[src/hdl/lcd_spi_command_sequencer_assert.svh]
// Assertion macros for the LCD SPI command sequencer.
// Included by the top level; no other dependencies.
`ifndef LCD_SPI_COMMAND_SEQUENCER_ASSERT_SVH
`define LCD_SPI_COMMAND_SEQUENCER_ASSERT_SVH

`ifndef SYNTHESIS
// Property that must hold at every clock edge out of reset
`define LCDSEQ_ASSERT(label, clk, rstn, prop) \
  label: assert property (@(posedge clk) disable iff (!(rstn)) (prop)) \
    else $error("lcdseq assertion failed");
// Condition in one cycle implies a consequence in the next
`define LCDSEQ_ASSERT_NEXT(label, clk, rstn, ante, cons) \
  label: assert property (@(posedge clk) disable iff (!(rstn)) (ante) |=> (cons)) \
    else $error("lcdseq assertion failed");
`else
`define LCDSEQ_ASSERT(label, clk, rstn, prop)
`define LCDSEQ_ASSERT_NEXT(label, clk, rstn, ante, cons)
`endif

`endif

[src/hdl/lcdseq_pkg.sv]
// Shared types, command codes and the byte sequence table of the LCD sequencer.
// No dependencies.
package lcdseq_pkg;

  // Input operation codes
  typedef enum logic [2:0] {
    OP_BEGIN    = 3'd0,
    OP_INVERSE  = 3'd1,
    OP_CONTRAST = 3'd2,
    OP_POWER    = 3'd3,
    OP_ROW      = 3'd4,
    OP_PIXEL    = 3'd5
  } op_e;

  // Configuration register indexes
  localparam logic CFG_STARTUP_CONTRAST = 1'b0;
  localparam logic CFG_PANEL_VARIANT    = 1'b1;

  localparam logic [7:0] CONTRAST_RESET = 8'd15;

  // Controller command bytes
  localparam logic [7:0] CMD_PAGE_BASE   = 8'hB0;
  localparam logic [7:0] CMD_COL_HIGH    = 8'h10;
  localparam logic [7:0] CMD_COL_LOW     = 8'h04;
  localparam logic [7:0] CMD_SYS_RESET   = 8'hE2;
  localparam logic [7:0] CMD_POWER_CTRL  = 8'h2F;
  localparam logic [7:0] CMD_VOLUME      = 8'h81;
  localparam logic [7:0] CMD_BIAS        = 8'hA2;
  localparam logic [7:0] CMD_SEG_NORMAL  = 8'hA0;
  localparam logic [7:0] CMD_SEG_REVERSE = 8'hA1;
  localparam logic [7:0] CMD_COM_NORMAL  = 8'hC0;
  localparam logic [7:0] CMD_COM_REVERSE = 8'hC8;
  localparam logic [7:0] CMD_VIDEO_INV   = 8'hA7;
  localparam logic [7:0] CMD_VIDEO_NORM  = 8'hA4;
  localparam logic [7:0] CMD_DISPLAY_ON  = 8'hAF;
  localparam logic [7:0] CMD_DISPLAY_OFF = 8'hAE;
  localparam logic [7:0] CMD_ALL_ON      = 8'hA5;

  localparam int unsigned IDX_W = 4;  // begin has nine bytes

  // Byte sequences the back end knows how to play
  typedef enum logic [2:0] {
    SEQ_BEGIN,
    SEQ_VIDEO,
    SEQ_CONTRAST,
    SEQ_SLEEP,
    SEQ_ROW,
    SEQ_PIXEL
  } seq_e;

  // One queued job: which sequence plus its operands
  typedef struct packed {
    seq_e       kind;
    logic [7:0] value;    // contrast for begin, contrast, page, pixel byte
    logic       flag;     // video inverted
    logic       variant;  // panel variant captured at accept
  } desc_t;

  // One link byte with its flags
  typedef struct packed {
    logic [7:0] link_byte;
    logic       is_data;
    logic       last;
  } byte_t;

  // Back end status toward the top level
  typedef struct packed {
    logic             emit;
    logic             pop;
    logic             last;
    logic [IDX_W-1:0] idx;
  } back_stat_t;

  // Queue status
  typedef struct packed {
    logic full;
    logic empty;
  } q_stat_t;

  function automatic logic [7:0] video_cmd(input logic inv);
    return inv ? CMD_VIDEO_INV : CMD_VIDEO_NORM;
  endfunction

  // Byte number idx of the sequence described by d
  function automatic byte_t seq_byte(input desc_t d, input logic [IDX_W-1:0] idx);
    byte_t b;
    b.link_byte = CMD_DISPLAY_ON;
    b.is_data   = 1'b0;
    b.last      = 1'b1;
    unique case (d.kind)
      SEQ_BEGIN: begin
        b.last = (idx >= IDX_W'(8));
        unique case (idx)
          IDX_W'(0): b.link_byte = CMD_SYS_RESET;
          IDX_W'(1): b.link_byte = CMD_POWER_CTRL;
          IDX_W'(2): b.link_byte = CMD_VOLUME;
          IDX_W'(3): b.link_byte = d.value;
          IDX_W'(4): b.link_byte = CMD_BIAS;
          IDX_W'(5): b.link_byte = d.variant ? CMD_SEG_NORMAL : CMD_SEG_REVERSE;
          IDX_W'(6): b.link_byte = d.variant ? CMD_COM_REVERSE : CMD_COM_NORMAL;
          IDX_W'(7): b.link_byte = video_cmd(d.flag);
          default:   b.link_byte = CMD_DISPLAY_ON;
        endcase
      end
      SEQ_VIDEO: begin
        b.last      = (idx != '0);
        b.link_byte = (idx == '0) ? video_cmd(d.flag) : CMD_DISPLAY_ON;
      end
      SEQ_CONTRAST: begin
        b.last      = (idx != '0);
        b.link_byte = (idx == '0) ? CMD_VOLUME : d.value;
      end
      SEQ_SLEEP: begin
        b.last      = (idx != '0);
        b.link_byte = (idx == '0) ? CMD_DISPLAY_OFF : CMD_ALL_ON;
      end
      SEQ_ROW: begin
        if (idx == '0) begin
          b.last      = 1'b0;
          b.link_byte = CMD_PAGE_BASE | {4'h0, d.value[3:0]};
        end else if (idx == IDX_W'(1)) begin
          b.last      = d.variant;
          b.link_byte = CMD_COL_HIGH;
        end else begin
          b.last      = 1'b1;
          b.link_byte = CMD_COL_LOW;
        end
      end
      SEQ_PIXEL: begin
        b.last      = 1'b1;
        b.is_data   = 1'b1;
        b.link_byte = d.value;
      end
      default: begin
        b.last = 1'b1;
      end
    endcase
    return b;
  endfunction

endpackage

[src/hdl/lcdseq_front.sv]
// Front end: accepts items, holds configuration and display state, and
// queues a job for each item that sends bytes. Depends on lcdseq_pkg.
module lcdseq_front (
  input  logic                 clk_i,
  input  logic                 rst_ni,
  input  logic                 cfg_we_i,
  input  logic                 cfg_index_i,
  input  logic [7:0]           cfg_data_i,
  input  logic                 in_valid_i,
  output logic                 in_ready_o,
  input  logic [2:0]           operation_i,
  input  logic [7:0]           value_i,
  input  logic                 q_full_i,
  output logic                 push_o,
  output lcdseq_pkg::desc_t    desc_o
);

  logic [7:0] contrast_q;
  logic       variant_q;
  logic       awake_q, awake_d;
  logic       inv_q, inv_d;
  logic       accept;
  logic       flag;
  logic       emit;

  assign in_ready_o = !q_full_i;
  assign accept     = in_valid_i && !q_full_i;
  assign flag       = (value_i != 8'h00);
  assign push_o     = accept && emit;

  // Configuration registers
  always_ff @(posedge clk_i or negedge rst_ni) begin
    if (!rst_ni) begin
      contrast_q <= lcdseq_pkg::CONTRAST_RESET;
      variant_q  <= 1'b0;
    end else if (cfg_we_i) begin
      if (cfg_index_i == lcdseq_pkg::CFG_STARTUP_CONTRAST) begin
        contrast_q <= cfg_data_i;
      end else begin
        variant_q <= cfg_data_i[0];
      end
    end
  end

  // Classify the item and work out the state it leaves
  always_comb begin
    awake_d        = awake_q;
    inv_d          = inv_q;
    emit           = 1'b1;
    desc_o.kind    = lcdseq_pkg::SEQ_PIXEL;
    desc_o.value   = value_i;
    desc_o.flag    = flag;
    desc_o.variant = variant_q;
    unique case (lcdseq_pkg::op_e'(operation_i))
      lcdseq_pkg::OP_BEGIN: begin
        desc_o.kind  = lcdseq_pkg::SEQ_BEGIN;
        desc_o.value = contrast_q;
      end
      lcdseq_pkg::OP_INVERSE: begin
        desc_o.kind = lcdseq_pkg::SEQ_VIDEO;
        inv_d       = flag;
      end
      lcdseq_pkg::OP_CONTRAST: begin
        desc_o.kind = lcdseq_pkg::SEQ_CONTRAST;
      end
      lcdseq_pkg::OP_POWER: begin
        // unchanged power state sends nothing
        emit        = (flag != awake_q);
        awake_d     = flag;
        desc_o.kind = flag ? lcdseq_pkg::SEQ_VIDEO : lcdseq_pkg::SEQ_SLEEP;
        desc_o.flag = inv_q;
      end
      lcdseq_pkg::OP_ROW: begin
        desc_o.kind = lcdseq_pkg::SEQ_ROW;
      end
      lcdseq_pkg::OP_PIXEL: begin
        desc_o.kind = lcdseq_pkg::SEQ_PIXEL;
      end
      default: begin
        emit = 1'b0;  // unused codes are dropped
      end
    endcase
  end

  // Display state
  always_ff @(posedge clk_i or negedge rst_ni) begin
    if (!rst_ni) begin
      awake_q <= 1'b1;
      inv_q   <= 1'b0;
    end else if (accept) begin
      awake_q <= awake_d;
      inv_q   <= inv_d;
    end
  end

endmodule

[src/hdl/lcdseq_fifo.sv]
// Short job queue between front and back end.
// Depends on lcdseq_pkg.
module lcdseq_fifo #(
  parameter int unsigned DEPTH = 2
) (
  input  logic                 clk_i,
  input  logic                 rst_ni,
  input  logic                 push_i,
  input  lcdseq_pkg::desc_t    push_data_i,
  input  logic                 pop_i,
  output lcdseq_pkg::desc_t    head_o,
  output lcdseq_pkg::q_stat_t  stat_o
);

  localparam int unsigned PTR_W = (DEPTH > 1) ? $clog2(DEPTH) : 1;
  localparam int unsigned CNT_W = $clog2(DEPTH + 1);

  lcdseq_pkg::desc_t mem_q [DEPTH];
  logic [PTR_W-1:0]  wr_ptr_q, rd_ptr_q;
  logic [CNT_W-1:0]  count_q;

  assign head_o       = mem_q[rd_ptr_q];
  assign stat_o.full  = (count_q == CNT_W'(DEPTH));
  assign stat_o.empty = (count_q == '0);

  // Storage
  always_ff @(posedge clk_i) begin
    if (push_i) begin
      mem_q[wr_ptr_q] <= push_data_i;
    end
  end

  // Pointers and fill count
  always_ff @(posedge clk_i or negedge rst_ni) begin
    if (!rst_ni) begin
      wr_ptr_q <= '0;
      rd_ptr_q <= '0;
      count_q  <= '0;
    end else begin
      if (push_i) begin
        wr_ptr_q <= (wr_ptr_q == PTR_W'(DEPTH - 1)) ? '0 : wr_ptr_q + 1'b1;
      end
      if (pop_i) begin
        rd_ptr_q <= (rd_ptr_q == PTR_W'(DEPTH - 1)) ? '0 : rd_ptr_q + 1'b1;
      end
      if (push_i && !pop_i) begin
        count_q <= count_q + 1'b1;
      end else if (pop_i && !push_i) begin
        count_q <= count_q - 1'b1;
      end
    end
  end

endmodule

[src/hdl/lcdseq_back.sv]
// Back end: steps through the job at the queue head and hands its bytes to
// the output register, one per cycle unless stalled. Depends on lcdseq_pkg.
module lcdseq_back (
  input  logic                   clk_i,
  input  logic                   rst_ni,
  input  lcdseq_pkg::desc_t      head_i,
  input  logic                   head_valid_i,
  output logic                   out_valid_o,
  input  logic                   out_ready_i,
  output logic [7:0]             link_byte_o,
  output logic                   is_data_o,
  output logic                   last_o,
  output lcdseq_pkg::back_stat_t stat_o
);

  logic [lcdseq_pkg::IDX_W-1:0] idx_q, idx_d;
  logic                         out_valid_q, out_valid_d;
  lcdseq_pkg::byte_t            cur;
  lcdseq_pkg::byte_t            out_q;
  logic                         emit;

  assign cur  = lcdseq_pkg::seq_byte(head_i, idx_q);
  assign emit = head_valid_i && (!out_valid_q || out_ready_i);

  // Byte counter and output handshake
  always_comb begin
    idx_d       = idx_q;
    out_valid_d = out_valid_q;
    if (out_ready_i) begin
      out_valid_d = 1'b0;
    end
    if (emit) begin
      out_valid_d = 1'b1;
      idx_d       = cur.last ? '0 : idx_q + 1'b1;
    end
  end

  always_ff @(posedge clk_i or negedge rst_ni) begin
    if (!rst_ni) begin
      idx_q       <= '0;
      out_valid_q <= 1'b0;
    end else begin
      idx_q       <= idx_d;
      out_valid_q <= out_valid_d;
    end
  end

  // Output payload register
  always_ff @(posedge clk_i) begin
    if (emit) begin
      out_q <= cur;
    end
  end

  assign out_valid_o = out_valid_q;
  assign link_byte_o = out_q.link_byte;
  assign is_data_o   = out_q.is_data;
  assign last_o      = out_q.last;

  assign stat_o.emit = emit;
  assign stat_o.pop  = emit && cur.last;
  assign stat_o.last = cur.last;
  assign stat_o.idx  = idx_q;

endmodule

[src/hdl/lcd_spi_command_sequencer.sv]
// LCD SPI command sequencer: turns display operations into command and data
// bytes for a write-only serial LCD link. The front end takes one item per
// cycle as long as the job queue (QUEUE_DEPTH entries) has room; state
// updates and the choice of byte sequence happen at accept. The back end
// delivers one link byte per cycle while the output is taken. An item
// yields 9 bytes for begin, 2 or 3 for the others, 1 for a pixel byte;
// power items that change nothing and unused codes cost no back end time.
// The output register is refilled in the cycle its byte is taken, so bytes
// follow with no gap; while a byte waits the back end holds. Configuration
// is read at accept. Depends on lcdseq_pkg, the front, queue and back
// modules, and the assertion macro header.
`include "lcd_spi_command_sequencer_assert.svh"

module lcd_spi_command_sequencer #(
  parameter int unsigned QUEUE_DEPTH = 2
) (
  input  logic       clk_i,
  input  logic       rst_ni,
  input  logic       cfg_we_i,
  input  logic       cfg_index_i,
  input  logic [7:0] cfg_data_i,
  input  logic       in_valid_i,
  output logic       in_ready_o,
  input  logic [2:0] operation_i,
  input  logic [7:0] value_i,
  output logic       out_valid_o,
  input  logic       out_ready_i,
  output logic [7:0] link_byte_o,
  output logic       is_data_o,
  output logic       last_o
);

  lcdseq_pkg::desc_t      push_desc;
  lcdseq_pkg::desc_t      head_desc;
  lcdseq_pkg::q_stat_t    q_stat;
  lcdseq_pkg::back_stat_t back_stat;
  logic                   push;

  lcdseq_front u_front (
    .clk_i       (clk_i),
    .rst_ni      (rst_ni),
    .cfg_we_i    (cfg_we_i),
    .cfg_index_i (cfg_index_i),
    .cfg_data_i  (cfg_data_i),
    .in_valid_i  (in_valid_i),
    .in_ready_o  (in_ready_o),
    .operation_i (operation_i),
    .value_i     (value_i),
    .q_full_i    (q_stat.full),
    .push_o      (push),
    .desc_o      (push_desc)
  );

  lcdseq_fifo #(
    .DEPTH (QUEUE_DEPTH)
  ) u_fifo (
    .clk_i       (clk_i),
    .rst_ni      (rst_ni),
    .push_i      (push),
    .push_data_i (push_desc),
    .pop_i       (back_stat.pop),
    .head_o      (head_desc),
    .stat_o      (q_stat)
  );

  lcdseq_back u_back (
    .clk_i        (clk_i),
    .rst_ni       (rst_ni),
    .head_i       (head_desc),
    .head_valid_i (!q_stat.empty),
    .out_valid_o  (out_valid_o),
    .out_ready_i  (out_ready_i),
    .link_byte_o  (link_byte_o),
    .is_data_o    (is_data_o),
    .last_o       (last_o),
    .stat_o       (back_stat)
  );

  // Queue never reports full and empty together
  `LCDSEQ_ASSERT(a_q_full_empty, clk_i, rst_ni, !(q_stat.full && q_stat.empty))
  // A job leaves the queue exactly when its last byte goes out
  `LCDSEQ_ASSERT(a_pop_on_last, clk_i, rst_ni,
                 back_stat.pop == (back_stat.emit && back_stat.last))
  // Display data bytes are always single-byte items
  `LCDSEQ_ASSERT(a_data_is_last, clk_i, rst_ni, !(out_valid_o && is_data_o && !last_o))
  // A byte that is not last moves the counter off zero
  `LCDSEQ_ASSERT_NEXT(a_idx_advance, clk_i, rst_ni,
                      back_stat.emit && !back_stat.last, back_stat.idx != '0)

endmodule

[config.mk]
export PLATFORM = sky130hd
export DESIGN_NAME = lcd_spi_command_sequencer
export DESIGN_NICKNAME = d
export VERILOG_FILES = /design/src/hdl/lcdseq_pkg.sv /design/src/hdl/lcdseq_front.sv /design/src/hdl/lcdseq_fifo.sv /design/src/hdl/lcdseq_back.sv /design/src/hdl/lcd_spi_command_sequencer.sv
export VERILOG_INCLUDE_DIRS = /design/src /design/src/hdl
export SDC_FILE = /design/constraint.sdc
export NUM_CORES = 1
export LEC_CHECK = 0
export BUFFER_PORTS_ARGS = -buffer_cell sky130_fd_sc_hd__buf_2
export CORE_ASPECT_RATIO = 1.4
export CORE_MARGIN = 2
export CORE_UTILIZATION = 60
export CTS_BUF_LIST = sky130_fd_sc_hd__clkbuf_2
export DETAILED_ROUTE_END_ITERATION = 10
export PLACE_DENSITY = 0.84
export SLEW_MARGIN = 0
export SYNTH_ARGS = -nofsm -noshare
export SYNTH_HDL_FRONTEND = slang
export SYNTH_HIERARCHICAL = 1
export SYNTH_SLANG_ARGS = --single-unit
[constraint.sdc]
create_clock -name clk_i -period 3.3 [get_ports clk_i]
set_clock_uncertainty 0.05 [all_clocks]
set_input_delay 0 -clock clk_i [delete_from_list [all_inputs] [get_ports clk_i]]
set_output_delay 0 -clock clk_i [all_outputs]
set_load 0.02 [all_outputs]
### Word-level counts from Yosys, hierarchy flattened

Memory sizes are Yosys's and may differ from the RTL's.
Cells that the tools add are included.

* flip-flop bits (word level): 30
* bits in latches: 0
* memory bits (writable): 26
* ROM bits: 0
* input port bits: 25
* output and inout port bits: 12
* word-level logic and storage cells: 93
* memories kept: 1

Memories
* u_fifo.mem_q: depth 2, bits a word 13, rd ports 1, clocked after Yosys merged registers in 0, write ports 1, RTL line lcdseq_fifo.sv:18 `lcdseq_pkg::desc_t mem_q [DEPTH];`

* add/subtract/negate cells: 5
* multipliers: 0
* divide/modulo/power cells: 0
* magnitude comparators: 1
* equality and inequality tests: 19
* shift operators: 0
* multiplexer cells: 28
* bitwise logic cells: 1
* reductions and logical operators: 26

Operators with widths (number)
* case mux 8 bit (8 select lines): 1
* case mux 8 bit (6 select lines): 1
* two-way mux 8 bit: 4
* == test 4 x 3 -> 1 bit (second input constant): 4
* case mux 3 bit (5 select lines): 1
* == test 3 x 2 -> 1 bit (second input constant): 4
* == test 3 bit (second input constant): 4
* two-way mux 4 bit: 3
* two-way mux 1 bit: 11
* == test 4 x 2 -> 1 bit (second input constant): 2
* two-way mux 2 bit: 4
* AND reduction 2 bit: 4
* nonzero test 8 bit: 1
* == test 3 x 1 -> 1 bit (second input constant): 2
* logical AND 1 bit: 6
* zero test 3 bit: 2
* zero test 1 bit: 5
* two-way mux 5 bit: 1
* OR reduction 5 bit: 1
* adder 4 x 1 -> 4 bit (second input constant): 1
* == test 4 x 1 -> 1 bit (second input constant): 1
* >= comparator 4 bit (second input constant): 1
* zero test 4 bit: 1
* nonzero test 2 bit: 2
* other kinds (12): 13

### Longest topological paths before layout

* depth after elaboration: 8
* depth in mapped cells: 12
* depth with buffers taken out: 11

### Cells and area by module

The synthesis kept the hierarchy.

Modules (own cells, without submodules)
* lcdseq_back: instances 1, cells an instance 145, area an instance 1183.6 um^2, sequential area each 425.4 um^2
* lcdseq_fifo: instances 1, cells an instance 56, area an instance 1124.8 um^2, sequential area each 880.8 um^2
* lcdseq_front: instances 1, cells an instance 57, area an instance 665.6 um^2, sequential area each 281.5 um^2
* lcd_spi_command_sequencer: instances 1, cells an instance 1, area an instance 3.8 um^2, sequential area each 0.0 um^2

### Worst setup path after synthesis

No wires, ideal clock.

* path type: register to register
* from: register u_fifo.count_q[1]
* to: memory u_fifo/mem_q[0][0] in the netlist's numbering (enable)
* library setup time: 384 ps
* data arrival time: 1809 ps
* required time: 2866 ps
* slack: 1057 ps
* cell stages (with the launch flop): 6
* buffers on the path: 0
* clock period less this slack: 2243 ps
* cell sequence: dfrtp_1 nor2b_1 inv_1 nand3_1 a211oi_1 nor2b_1

RTL lines
* start, declared: RTL line lcdseq_fifo.sv:20 `logic [CNT_W-1:0] count_q;`
* start signal, assigned: RTL line lcdseq_fifo.sv:47 `count_q <= count_q + 1'b1;`
* start signal, assigned: RTL line lcdseq_fifo.sv:49 `count_q <= count_q - 1'b1;`
* end, declared: RTL line lcdseq_fifo.sv:18

==> summary.md <==
| Metric | Value |
|---|---|
| Outcome | `finished clean` |
| Post-Route WL | `between 7 and 8 mm` |
| CP Data Required Time | `about 3.7 ns` |
| Total die area | `between 0.005 and 0.006 mm^2` |
| CP Class | `flip-flop to flip-flop` |
| Final Hold Fails | `0` |
| Hold EP | `u_front/contrast_q[0]` |
| Hold WC Path Type | `input port to flip-flop` |
| CTS Buffer Depth | `2` |
| Die Span Y | `around 87 um` |
| CP Launch Type | `flip-flop` |
| Total Nets Final | `around 350` |
| Pin count of the biggest net entering global routing | `23` |
| Final Power | `2.746 mW` |
| Power per Cell Area | `just under 800 mW/mm^2` |
| Final Cell Area | `roughly 0.0036 mm^2` |
| Final slew viol count | `0` |
| Critical Path AT | `approximately 3 ns` |
| DRC violations left | `0` |
| Post-Syn Area | `around 0.003 mm^2` |
| Final setup vio count | `0` |
| # diodes | `0` |
| Wire per inst | `around 19 um` |
| Number of port buffers | `36` |
| Crit path from | `u_fifo/rd_ptr_q` |
| Placed instance area | `approximately 0.0032 mm^2` |
| R2R Path End | `u_fifo/count_q[1]` |
| Post-CTS setup buffer count | `0` |
| Core Footprint | `0.004805 mm^2` |
| Initial antenna violation count | `0` |
| Aggregate global routing overflow | `0` |
| Cell count of the worst reg-to-reg path | `9` |
| Vias in the first global route | `2336` |
| H-tree depth | `2` |
| Reg clk slew, reported paths | `between 0.2 and 0.3 ns` |
| Avg Inst Size Synth | `11.53 um^2` |
| Fin Hold WS | `~0.086 ns` |
| Post-DRT Antenna Nets | `0` |
| Fill cells | `~320` |
| Slew @ Worst Pin | `approximately 0.8 ns` |
| Detailed placer's ending HPWL | `4.248 mm` |
| Area grow syn2layout | `20.40%` |
| Global-route total usage across every layer | `0.2767` |
| Total CTS buffers | `5` |
| 1st-iter DRT viols | `between 150 and 200` |
| CTS tree | `built` |
| Drt first pass iters | `5` |
| Num ports | `37` |
| Hold path depth | `3` |
| Clock net sink count | `56` |
| Leakage | `about 1.4 nW` |
| Syn Nets | `around 290` |
| DR vias | `between 2000 and 2500` |
| Crit path time final | `about 2.6 ns` |
| Clk_lat worst skew | `approximately 0.44 ns` |
| Via/cell ratio | `around 6` |
| Clk root buf | `clkbuf_2` |
| Syn Inst Count | `~260` |
| Fin crit share | `0.7997` |
| Reg-to-Reg Start | `u_fifo/rd_ptr_q` |
| CP Max Fanout | `14` |
| Slew Limit Headroom | `0.4700` |
| Peak VDD IR | `0.0004454 V` |
| Nature of the critical path endpoint | `flip-flop` |
| Max-Cap Viols | `0` |
| Fmax | `0.3789 GHz` |
| Die extent in x | `63.39 um` |
| R2R Setup Slk | `roughly 0.66 ns` |
| Syn. warnings | `6` |
| RSZ-0062 raised after global routing | `no` |
| First-pass GRT wire length | `11.45 mm` |
| Hold Crit Start | `cfg_index_i` |
| Gp weighted congestion | `0.9022` |
| Setup tns final | `0 ns` |
| Layout cells sized above 1 | `0.2773` |
| Placement Rows | `30` |
| Initial Utilization | `0.6167` |
## layout make-up
cell class                 instances  area [um^2]  area share
tap                               64        80.08     0.02245
clock buffer                       5        25.02    0.007015
multi-input combinational        177         1265      0.3546
clock inverter                     3        47.55     0.01333
timing repair buffer              71        528.0      0.1480
sequential                        56         1588      0.4451
inverter                           9        33.78    0.009470
## what timing repair did
item,4_1_cts,5_1_grt
hold endpoints to repair,58,0
hold buffers,34,0
gates resized for setup,0,0
## worst max-delay path, stage by stage (launching register included)
cell and delay, ns:
dfrtp_1 0.76, mux2_2 0.42, o211ai_1 0.13, a21oi_1 0.33, o21a_1 0.19, inv_1 0.06
ha_1 0.19, xor2_1 0.17, nor2_1 0.14, xor2_1 0.16
## metrics by stage
step,cells,util,setup WS [ns]
2_1_floorplan,257,-,1.057
3_3_place_gp,343,0.6565,0.8212
3_5_place_dp,343,0.6565,0.7376
4_1_cts,385,0.7424,0.6822
5_1_grt,385,0.7424,0.5013
6_report,385,0.7424,0.6610
## per-layer routing
layer / vias to the layer above / part of all wire / global-route usage
li1: 1071 / - / -
met2: 114 / 0.53 / 0.4919
met5: - / 0 / 0
met1: 1077 / 0.36 / 0.3060
met3: 36 / 0.053 / 0.04528
met4: 0 / 0.058 / 0.1759
## worst max-delay path by stage
stage / end / cells past startpoint
floorplan: u_fifo/mem_q[0][0] / 5
global placement: u_back/link_byte_o[5] / 5
detailed placement: u_fifo/count_q[1] / 9
CTS: u_fifo/count_q[1] / 9
global route: u_fifo/count_q[1] / 9
finish: u_fifo/count_q[1] / 9
## layout by cell type, fill, tap and decap left out, types with 2 or more instances in the layout
| cell | n |
|---|---|
| a211oi_1 | 3 |
| a31oi_1 | 4 |
| dlygate4sd3_1 | 34 |
| nor4_2 | 2 |
| o31ai_1 | 3 |
| nor2b_1 | 6 |
| dfstp_2 | 5 |
| and2_1 | 3 |
| nor3_1 | 9 |
| a21oi_1 | 10 |
| or3_1 | 3 |
| nand2_1 | 19 |
| edfxtp_1 | 36 |
| nand2b_1 | 7 |
| nand3b_1 | 5 |
| o211ai_1 | 2 |
| nand3_1 | 6 |
| xor2_1 | 4 |
| inv_1 | 9 |
| dfrtp_1 | 15 |
| buf_2 | 36 |
| ha_1 | 6 |
| nor2_1 | 16 |
| mux2_2 | 33 |
| clkbuf_2 | 5 |
| o21ai_0 | 13 |
| o22ai_1 | 2 |
| o21a_1 | 2 |
| clkinv_4 | 2 |
## power by group
| part | internal, mW | leakage, nW | total, mW | switching (mW) |
|---|---|---|---|---|
| Combinational | 0.525 | 0.752 | 1.27 | 0.748 |
| Clock | 0.132 | 0.0431 | 0.358 | 0.227 |
| Sequential | 0.995 | 0.559 | 1.11 | 0.119 |
## state kept, by name (all words and copies together), names as in the netlist
register and cells:
u_back/link_byte_o 8, u_front/variant_q 1, u_fifo/rd_ptr_q 1, u_back/last_o 1, u_fifo/mem_q 26, u_front/contrast_q 8, u_fifo/wr_ptr_q 1, u_back/out_valid_o 1
u_back/idx_q 4, u_front/awake_q 1, u_back/is_data_o 1, u_front/inv_q 1, u_fifo/count_q 2
Power figures use the tool's default switching activity.
